--- src/aps_pkg.sv ---
`default_nettype none
package aps_pkg;

    // Size of the process table; entry 0 is the idle process.
    localparam int NPROC  = 16;
    localparam int PROC_W = (NPROC > 1) ? $clog2(NPROC) : 1;

    // Stream payload widths.
    localparam int IN_TDATA_W  = 72;
    localparam int IN_TUSER_W  = 3;
    localparam int OUT_TDATA_W = 8;
    localparam int OUT_TUSER_W = 2;

    localparam logic [15:0] QUANTUM_RESET = 16'd50;
    localparam logic [15:0] COUNT_MAX     = 16'hFFFF;

    typedef enum logic [1:0] {
        RUN_READY   = 2'd0,
        RUN_RUNNING = 2'd1,
        RUN_STOPPED = 2'd2,
        RUN_WAITING = 2'd3
    } t_run;

    typedef enum logic [2:0] {
        OP_YIELD   = 3'd0,
        OP_READY   = 3'd1,
        OP_RESUME  = 3'd2,
        OP_STOP    = 3'd3,
        OP_CREATE  = 3'd4,
        OP_ALARM   = 3'd5,
        OP_REMOVE  = 3'd6,
        OP_UNUSED  = 3'd7
    } t_op;

    typedef enum logic [1:0] {
        KIND_ALARM  = 2'd0,
        KIND_CHILD  = 2'd1,
        KIND_SWITCH = 2'd2,
        KIND_DONE   = 2'd3
    } t_kind;

endpackage
`default_nettype wire

--- src/aging_process_scheduler.sv ---
`default_nettype none
// Aging process scheduler over a table of NPROC entries, entry 0 being idle.
//
// Channels: the slave stream carries one command item (operation in tuser,
// target entry, parent, alarm time and current tick in tdata). The master
// stream returns result items: alarm signals, a child-stopped signal, a
// switch to the chosen entry, or done; tlast marks the final result of a
// command. A separate write channel loads the 16-bit quantum register; it is
// always ready and should only be written while the block is idle.
//
// Timing: one command at a time, taken only while the sequencer is idle. A
// table operation returns one done item. A yield or stop walks entries 1 to
// NPROC-1 twice, one per cycle for alarms (holding while an expired alarm
// waits for a free output register) and again for selection; a stop first
// returns its child-stopped result. The selection walk uses the one shared
// compare and saturating increment.
//
// Reset (synchronous, active low) leaves only idle valid and running, all
// counters, alarms and parents at zero, and the quantum at 50. When the
// receiver stalls, the finished result waits in the output register and the
// sequencer holds at its next result until that register frees up.
module aging_process_scheduler (
    input  wire                             i_clk,
    input  wire                             i_rst_n,
    // Command stream. tuser: operation[2:0].
    // tdata: proc[3:0], parent[7:4], alarm_time[39:8], now[71:40].
    input  wire                             i_s_axis_tvalid,
    output logic                            o_s_axis_tready,
    input  wire [aps_pkg::IN_TDATA_W-1:0]   i_s_axis_tdata,
    input  wire [aps_pkg::IN_TUSER_W-1:0]   i_s_axis_tuser,
    // Result stream. tuser: kind[1:0]. tdata: target[3:0], zeros[7:4].
    output logic                            o_m_axis_tvalid,
    input  wire                             i_m_axis_tready,
    output logic [aps_pkg::OUT_TDATA_W-1:0] o_m_axis_tdata,
    output logic [aps_pkg::OUT_TUSER_W-1:0] o_m_axis_tuser,
    output logic                            o_m_axis_tlast,
    // Quantum register write channel.
    input  wire                             i_cfg_valid,
    output logic                            o_cfg_ready,
    input  wire [15:0]                      i_cfg_data
);
    import aps_pkg::*;

    typedef enum logic [2:0] {
        S_IDLE,
        S_EXEC,
        S_ALARM,
        S_SELECT,
        S_FINISH
    } t_state;

    t_state              r_state;
    logic [15:0]         r_quantum;

    // Process table.
    logic [NPROC-1:0]    r_valid;
    t_run                r_run     [NPROC];
    logic [15:0]         r_count   [NPROC];
    logic [31:0]         r_alarm   [NPROC];
    logic [PROC_W-1:0]   r_parent  [NPROC];
    logic [PROC_W-1:0]   r_cur;

    // Latched command.
    t_op                 r_op;
    logic [3:0]          r_proc;
    logic [3:0]          r_par;
    logic [31:0]         r_at;
    logic [31:0]         r_now;

    // Walk index and best candidate so far.
    logic [PROC_W-1:0]   r_idx;
    logic [PROC_W-1:0]   r_best;
    logic [15:0]         r_best_cnt;

    // Output register.
    logic                r_out_valid;
    t_kind               r_out_kind;
    logic [3:0]          r_out_target;
    logic                r_out_last;

    logic                out_free;
    logic                out_load;
    logic                proc_ok;
    logic                alarm_hit;
    logic                cand;
    logic                beats;
    logic [15:0]         cnt_rd;
    logic [15:0]         inc_src;
    logic [15:0]         inc_res;
    logic                idx_last;

    assign o_s_axis_tready = (r_state == S_IDLE);
    assign o_cfg_ready     = 1'b1;
    assign o_m_axis_tvalid = r_out_valid;
    assign o_m_axis_tdata  = {4'd0, r_out_target};
    assign o_m_axis_tuser  = r_out_kind;
    assign o_m_axis_tlast  = r_out_last;

    // A new result may be loaded when the output register is empty or drains now.
    assign out_free = !r_out_valid || i_m_axis_tready;

    // The sequencer puts a new result into the output register this cycle.
    assign out_load = out_free && ((r_state == S_EXEC && r_op != OP_YIELD) ||
                                   (r_state == S_ALARM && alarm_hit) ||
                                   (r_state == S_FINISH));

    // Target entry must be a real, non-idle entry of the table.
    assign proc_ok  = (r_proc != 4'd0) && (32'(r_proc) < NPROC);
    assign idx_last = (r_idx == PROC_W'(NPROC - 1));

    // These table reads all go through the one walk index.
    assign cnt_rd    = r_count[r_idx];
    assign alarm_hit = r_valid[r_idx] && (r_alarm[r_idx] != 32'd0) && (r_alarm[r_idx] < r_now);
    assign cand      = r_valid[r_idx] && (r_run[r_idx] == RUN_READY);
    assign beats     = cnt_rd > r_best_cnt;

    // Shared saturating increment: ages either the displaced best or the loser.
    assign inc_src = beats ? r_best_cnt : cnt_rd;
    assign inc_res = (inc_src == COUNT_MAX) ? inc_src : inc_src + 16'd1;

    always_ff @(posedge i_clk) begin
        if (!i_rst_n) begin
            r_state     <= S_IDLE;
            r_quantum   <= QUANTUM_RESET;
            r_valid     <= NPROC'(1);
            r_cur       <= '0;
            r_out_valid <= 1'b0;
            r_idx       <= '0;
            r_best      <= '0;
            r_best_cnt  <= '0;
            for (int i = 0; i < NPROC; i++) begin
                r_run[i]    <= (i == 0) ? RUN_RUNNING : RUN_WAITING;
                r_count[i]  <= '0;
                r_alarm[i]  <= '0;
                r_parent[i] <= '0;
            end
        end else begin
            if (i_cfg_valid) begin
                r_quantum <= i_cfg_data;
            end

            // The output register empties when its item drains and nothing
            // new is loaded behind it.
            if (r_out_valid && i_m_axis_tready && !out_load) begin
                r_out_valid <= 1'b0;
            end

            unique case (r_state)
                S_IDLE: begin
                    if (i_s_axis_tvalid) begin
                        r_op   <= t_op'(i_s_axis_tuser);
                        r_proc <= i_s_axis_tdata[3:0];
                        r_par  <= i_s_axis_tdata[7:4];
                        r_at   <= i_s_axis_tdata[39:8];
                        r_now  <= i_s_axis_tdata[71:40];
                        if (t_op'(i_s_axis_tuser) == OP_YIELD ||
                            t_op'(i_s_axis_tuser) == OP_STOP) begin
                            r_idx <= r_cur;
                        end else begin
                            r_idx <= PROC_W'(i_s_axis_tdata[3:0]);
                        end
                        r_state <= S_EXEC;
                    end
                end

                S_EXEC: begin
                    if (out_free) begin
                        unique case (r_op)
                            OP_YIELD: begin
                                if (r_run[r_idx] == RUN_RUNNING) begin
                                    r_run[r_idx]   <= RUN_READY;
                                    r_count[r_idx] <= '0;
                                end
                                r_idx   <= PROC_W'(1);
                                r_state <= S_ALARM;
                            end
                            OP_STOP: begin
                                r_run[r_idx] <= RUN_STOPPED;
                                r_out_valid  <= 1'b1;
                                r_out_kind   <= KIND_CHILD;
                                r_out_target <= 4'(r_parent[r_idx]);
                                r_out_last   <= 1'b0;
                                r_idx        <= PROC_W'(1);
                                r_state      <= S_ALARM;
                            end
                            default: begin
                                case (r_op)
                                    OP_READY: begin
                                        if (proc_ok && r_valid[r_idx]) begin
                                            r_run[r_idx]   <= RUN_READY;
                                            r_count[r_idx] <= '0;
                                        end
                                    end
                                    OP_RESUME: begin
                                        if (proc_ok && r_valid[r_idx] &&
                                            r_run[r_idx] == RUN_STOPPED) begin
                                            r_run[r_idx]   <= RUN_READY;
                                            r_count[r_idx] <= '0;
                                        end
                                    end
                                    OP_CREATE: begin
                                        if (proc_ok && !r_valid[r_idx]) begin
                                            r_valid[r_idx]  <= 1'b1;
                                            r_run[r_idx]    <= RUN_WAITING;
                                            r_count[r_idx]  <= '0;
                                            r_alarm[r_idx]  <= '0;
                                            r_parent[r_idx] <= (32'(r_par) < NPROC) ?
                                                               PROC_W'(r_par) : '0;
                                        end
                                    end
                                    OP_ALARM: begin
                                        if (proc_ok && r_valid[r_idx]) begin
                                            r_alarm[r_idx] <= r_at;
                                        end
                                    end
                                    OP_REMOVE: begin
                                        if (proc_ok) begin
                                            r_valid[r_idx] <= 1'b0;
                                            r_run[r_idx]   <= RUN_WAITING;
                                            r_count[r_idx] <= '0;
                                            r_alarm[r_idx] <= '0;
                                        end
                                    end
                                    default: begin
                                    end
                                endcase
                                r_out_valid  <= 1'b1;
                                r_out_kind   <= KIND_DONE;
                                r_out_target <= 4'd0;
                                r_out_last   <= 1'b1;
                                r_state      <= S_IDLE;
                            end
                        endcase
                    end
                end

                S_ALARM: begin
                    // An expired alarm needs a free output slot before it can move on.
                    if (!alarm_hit || out_free) begin
                        if (alarm_hit) begin
                            r_alarm[r_idx] <= '0;
                            r_out_valid    <= 1'b1;
                            r_out_kind     <= KIND_ALARM;
                            r_out_target   <= 4'(r_idx);
                            r_out_last     <= 1'b0;
                        end
                        if (idx_last) begin
                            r_idx      <= PROC_W'(1);
                            r_best     <= '0;
                            r_best_cnt <= r_count[0];
                            r_state    <= S_SELECT;
                        end else begin
                            r_idx <= r_idx + PROC_W'(1);
                        end
                    end
                end

                S_SELECT: begin
                    if (cand) begin
                        if (beats) begin
                            r_count[r_best] <= inc_res;
                            r_best          <= r_idx;
                            r_best_cnt      <= cnt_rd;
                        end else begin
                            r_count[r_idx] <= inc_res;
                        end
                    end
                    if (idx_last) begin
                        r_state <= S_FINISH;
                    end else begin
                        r_idx <= r_idx + PROC_W'(1);
                    end
                end

                S_FINISH: begin
                    if (out_free) begin
                        r_run[r_best]   <= RUN_RUNNING;
                        r_count[r_best] <= r_quantum;
                        r_cur           <= r_best;
                        r_out_valid     <= 1'b1;
                        r_out_kind      <= KIND_SWITCH;
                        r_out_target    <= 4'(r_best);
                        r_out_last      <= 1'b1;
                        r_state         <= S_IDLE;
                    end
                end

                default: begin
                    r_state <= S_IDLE;
                end
            endcase
        end
    end

endmodule
`default_nettype wire

--- config.mk ---
export PLATFORM = sky130hd
export DESIGN_NAME = aging_process_scheduler
export DESIGN_NICKNAME = d
export VERILOG_FILES = /design/src/aps_pkg.sv /design/src/aging_process_scheduler.sv
export SDC_FILE = /design/constraint.sdc
export NUM_CORES = 2
export LEC_CHECK = 0
export ABC_AREA = 0
export BUFFER_PORTS_ARGS = -buffer_cell sky130_fd_sc_hd__buf_2
export CAP_MARGIN = 30
export CORE_MARGIN = 3
export CORE_UTILIZATION = 50
export CTS_BUF_LIST = sky130_fd_sc_hd__clkbuf_8
export CTS_CLUSTER_DIAMETER = 200
export CTS_CLUSTER_SIZE = 30
export DETAILED_ROUTE_END_ITERATION = 7
export GPL_TIMING_DRIVEN = 0
export HOLD_SLACK_MARGIN = 0.08
export PLACE_DENSITY = 0.66
export SLEW_MARGIN = 40
export SYNTH_ARGS = -nofsm -noshare
export SYNTH_HDL_FRONTEND = slang
export SYNTH_SLANG_ARGS = --single-unit
--- constraint.sdc ---
create_clock -name i_clk -period 6.25 [get_ports i_clk]
set_input_delay 1.25 -clock i_clk [delete_from_list [all_inputs] [get_ports i_clk]]
set_output_delay 1.25 -clock i_clk [all_outputs]
set_load 0.01 [all_outputs]
==> flow_metrics.py <==
metrics = {
    "run_status": {
        "status": "finished, final reports clean",
    },
    "synth": {
        "synth-async-reset-ratio_pct": 0,
        "synth_ff_type": "edfxtp_1",
        "synth_edf_count": 945,
        "synthCells": 3377,
        "synth_area_sq_mm": 0.04690,
        "ys_ff_latch": 1013,
        "syn_avg_cell_area_sq_um": 13.89,
        "synth_cell_types": 93,
        "yosysSeqAreaShare_pct": 63.41,
        "synth_warnings": 0,
    },
    "floorplanning": {
        "die-height_um": 312.3,
        "io_pins": 110,
        "fp.dieW_um": 312.3,
        "core_sq_mm": 0.09236,
        "die-area_sq_mm": 0.09751,
        "start_util_pct": 50.78,
        "fp-row-count": 111,
    },
    "pwr": {
        "p_int_mw": 9.093,
        "p_clk_share_pct": 20.6,
        "switching_share_pct": 28.06,
        "power_switching_mw": 3.546,
        "irDropWorstVdd_v": 0.0002525,
        "p_per_area_mw_per_mm2": 246.3,
        "p_leak_nw": 17.65,
        "p_seq_share_pct": 61.1,
        "p_total_mw": 12.64,
        "pwr-share-comb_pct": 18.3,
    },
    "routing": {
        "drt_iter0_drc": 4148,
        "drtAntennaViolNets": 0,
        "routedWlPerCell_um": 29.91,
        "vias": 30150,
        "via_per_inst": 6.209,
        "firstDrtPassIters": 6,
        "drc_errors": 0,
        "drt-total-wl_mm": 145.2,
    },
    "sta": {
        "hold_slack_ns": 0.4682,
        "fin_crit_sh_pct": 98.95,
        "finalHoldViolations": 0,
        "tightest_slew_ns": 1.027,
        "finalSetupTns_ns": 0,
        "finClkSkew_ns": 0.03713,
        "drv_slew": 0,
        "setup_viol_count_final": 0,
        "fmax_mhz": 161.7,
        "slew_headroom_pct": 31.28,
        "period_needed_ns": 6.184,
    },
    "placement": {
        "dp_hpwl_mm": 103.5,
        "port-buffer-count": 103,
        "gp_congestion": 0.9509,
        "post_dp_cell_area_sq_mm": 0.05014,
    },
    "cts": {
        "cts_tree": "yes",
        "htreeDepth": 2,
        "cts_root_buf": "clkbuf_8",
        "hold_buffers": 0,
        "insertion_delay_ns": 0.74,
        "cts_buffers": 39,
        "clockBufferDepth": 3,
        "clkTransAtPathRegs_ns": 0.19,
        "cts.sinks": 1013,
    },
    "global_route": {
        "grt_pass1_wl_mm": 208.5,
        "grt_overflow": 0,
        "grtUsageTotal_pct": 29.70,
        "grt_antenna_before_repair": 7,
        "grt_pass1_vias": 29600,
        "grt_max_degree": 39,
    },
    "worst_setup_path": {
        "crit_path_end_kind": "register",
        "path_max_fanout": 16,
        "worstPathCellList": "buf_2 -> buf_4 -> buf_6 -> buf_4 -> mux4_2 -> a22oi_2 -> nand2_2 -> ha_1 -> nand3_1 -> nor4_4 -> o21ai_1 -> a31oi_4 -> clkbuf_4 -> a21o_1 -> buf_6 -> mux2i_1 -> nor2_2 -> nand2_2 -> buf_2 -> nand2_2",
        "reg2regPathDepth": 20,
        "reg2reg_to": "r_count[5][2]$_SDFFCE_PN0P_",
        "path_common_cell": "nand2_2",
        "start_kind": "register",
        "cp.arrival_ns": 6.57,
        "cp-endpoint": "r_count[5][2]$_SDFFCE_PN0P_",
        "critPathKind": "register to register",
        "r2r_setup_slack_ns": 0.07,
        "crit_path_top_delay_cell": "dfxtp_2",
        "cp_data_required_time_ns": 6.63,
        "cpPeakStageDelay_ns": 0.48,
    },
    "run": {
        "max-cap-violations": 0,
    },
    "finish": {
        "final_area_sq_mm": 0.05132,
        "utilization_pct": 55.57,
        "syn_to_final_growth_pct": 9.431,
        "drive_above_1_share_pct": 18.30,
        "final_nets": 3740,
    },
    "hold_path": {
        "hold_class": "register to register",
    },
}
[per-layer routing]
layer  wire, um  global-route usage [%]  vias up
li1           -                       -    12790
met1      55920                   40.42    15230
met2      67120                   46.95     1751
met3      14680                   5.749      380
met4       7502                   12.95        4
met5         22                       0        -
[power by group through the flow]
stage          sequential (mW)  combinational (mW)  clock [mW]
3_5_place_dp              7.88                2.19           0
4_1_cts                   7.73                2.27        2.61
6_report                  7.73                2.31        2.60
3_3_place_gp              7.90                2.08           0
5_1_grt                   7.75                2.43        2.83
2_1_floorplan             7.84                1.33           0
[Yosys cell counts, types with 4 or more instances]
cell type    n  share of area [%]
nand2b_1     7              0.093
nand2_4      8               0.19
a21o_1       8               0.13
a31oi_1      7              0.093
nand3b_1     4              0.064
buf_4       19               0.30
a311oi_1    16               0.30
buf_1        9              0.072
o22ai_1      5              0.067
a32oi_2      4               0.14
nor4_1      11               0.15
o21ai_1     41               0.44
a22oi_1     78                1.2
nor3_1      40               0.43
o21a_1       5              0.080
nand3_1     22               0.23
buf_2       40               0.43
o221ai_1     4              0.075
nand2_2      8               0.11
mux4_2     218                 10
dfxtp_1     68                2.9
nor2b_1     35               0.47
o21ai_0     46               0.49
nand2_1    216                1.7
and4_1       4              0.075
a221oi_1     9               0.17
and3_1       7              0.093
nand4_1     15               0.20
nor2_1     439                3.5
a32oi_1      5              0.093
clkbuf_1   161                1.3
or4_1        4              0.064
a211oi_1     8               0.13
and2_1     529                7.1
mux2i_1     72                1.5
edfxtp_1   945                 61
a21oi_1     38               0.41
ha_1        52                1.4
nor3b_1      6              0.096
inv_1       61               0.49
buf_6       22               0.53
a41o_1       4              0.085
[flip-flops by register name, summed over array words and instances (netlist names), 16 cells and up, named ones only]
name        count
r_run          32
r_at           32
r_best_cnt     16
r_parent       64
r_alarm       512
r_count       256
r_now          32
r_quantum      16
[logic make-up after synthesis]
| family | count (synthesis) | share of synthesized area, % |
|---|---|---|
| simple gates | 1378 | 15.05 |
| flops | 1013 | 63.41 |
| compound gates | 317 | 4.730 |
| buf+inv | 317 | 3.199 |
| mux | 295 | 12.15 |
| fa+ha+maj | 52 | 1.387 |
| xor+xnor | 3 | 0.05604 |
| other cells | 2 | 0.01601 |
[final cells by class]
class / instances / area (sq um)
inverter: 63 / 236.5
fill: 7588 / 41040
buffer: 251 / 1435
clock inverter: 15 / 68.82
antenna: 6 / 15.01
sequential: 1013 / 29740
clock buffer: 41 / 564.3
multi-input combinational: 2050 / 16170
timing repair buffer: 174 / 1539
tap: 1243 / 1555
[stage by stage]
step,instances,worst slack [ns]
final,4856,0.06550
after floorplan,3380,0.6485
after detailed placement,4783,-1.984
after global routing,4851,-0.08723
after global placement,4726,-3.996
after CTS,4848,0.002308
[cells in the final DEF, fill, tap and decap left out, types with 39 or more instances in the layout]
master    instances
a22oi_1          74
and2_1          528
buf_2           134
buf_4            46
buf_8            43
clkbuf_1        135
clkbuf_8         42
dfxtp_1          66
edfxtp_1        945
ha_1             52
inv_1            74
mux2i_1          71
mux4_2          218
nand2_1         195
nor2_1          436
nor3_1           39
o21ai_0          44
[critical path, delay by kind of cell (launching register included)]
| family | cells | cell delay (ns) |
|---|---|---|
| flip-flops | 1 | 0.48 |
| AND/OR/NAND/NOR | 6 | 1.78 |
| multiplexers | 2 | 0.46 |
| AO/OA/AOI/OAI | 4 | 0.85 |
| buffers and inverters | 7 | 1.89 |
| adder cells (fa/ha/maj) | 1 | 0.36 |
[worst min-delay path by stage]
stage                     startpoint                    end  slack (ns)  cells past startpoint
4_1_cts        r_cur[3]$_SDFFE_PN0P_  r_cur[3]$_SDFFE_PN0P_        0.47                      2
5_1_grt        r_cur[0]$_SDFFE_PN0P_  r_cur[0]$_SDFFE_PN0P_        0.49                      2
3_5_place_dp   r_cur[3]$_SDFFE_PN0P_  r_cur[3]$_SDFFE_PN0P_        0.45                      2
6_report       r_cur[0]$_SDFFE_PN0P_  r_cur[0]$_SDFFE_PN0P_        0.47                      2
2_1_floorplan  r_cur[0]$_SDFFE_PN0P_  r_cur[0]$_SDFFE_PN0P_        0.44                      2
3_3_place_gp   r_cur[1]$_SDFFE_PN0P_  r_cur[1]$_SDFFE_PN0P_        0.44                      2
[timing repair]
item                       CTS  global route
setup buffers               11             3
resized for setup           92            31
pin swaps                   11             4
setup endpoints to repair  862           529
Note: power is estimated with default switching activity, not from simulation.
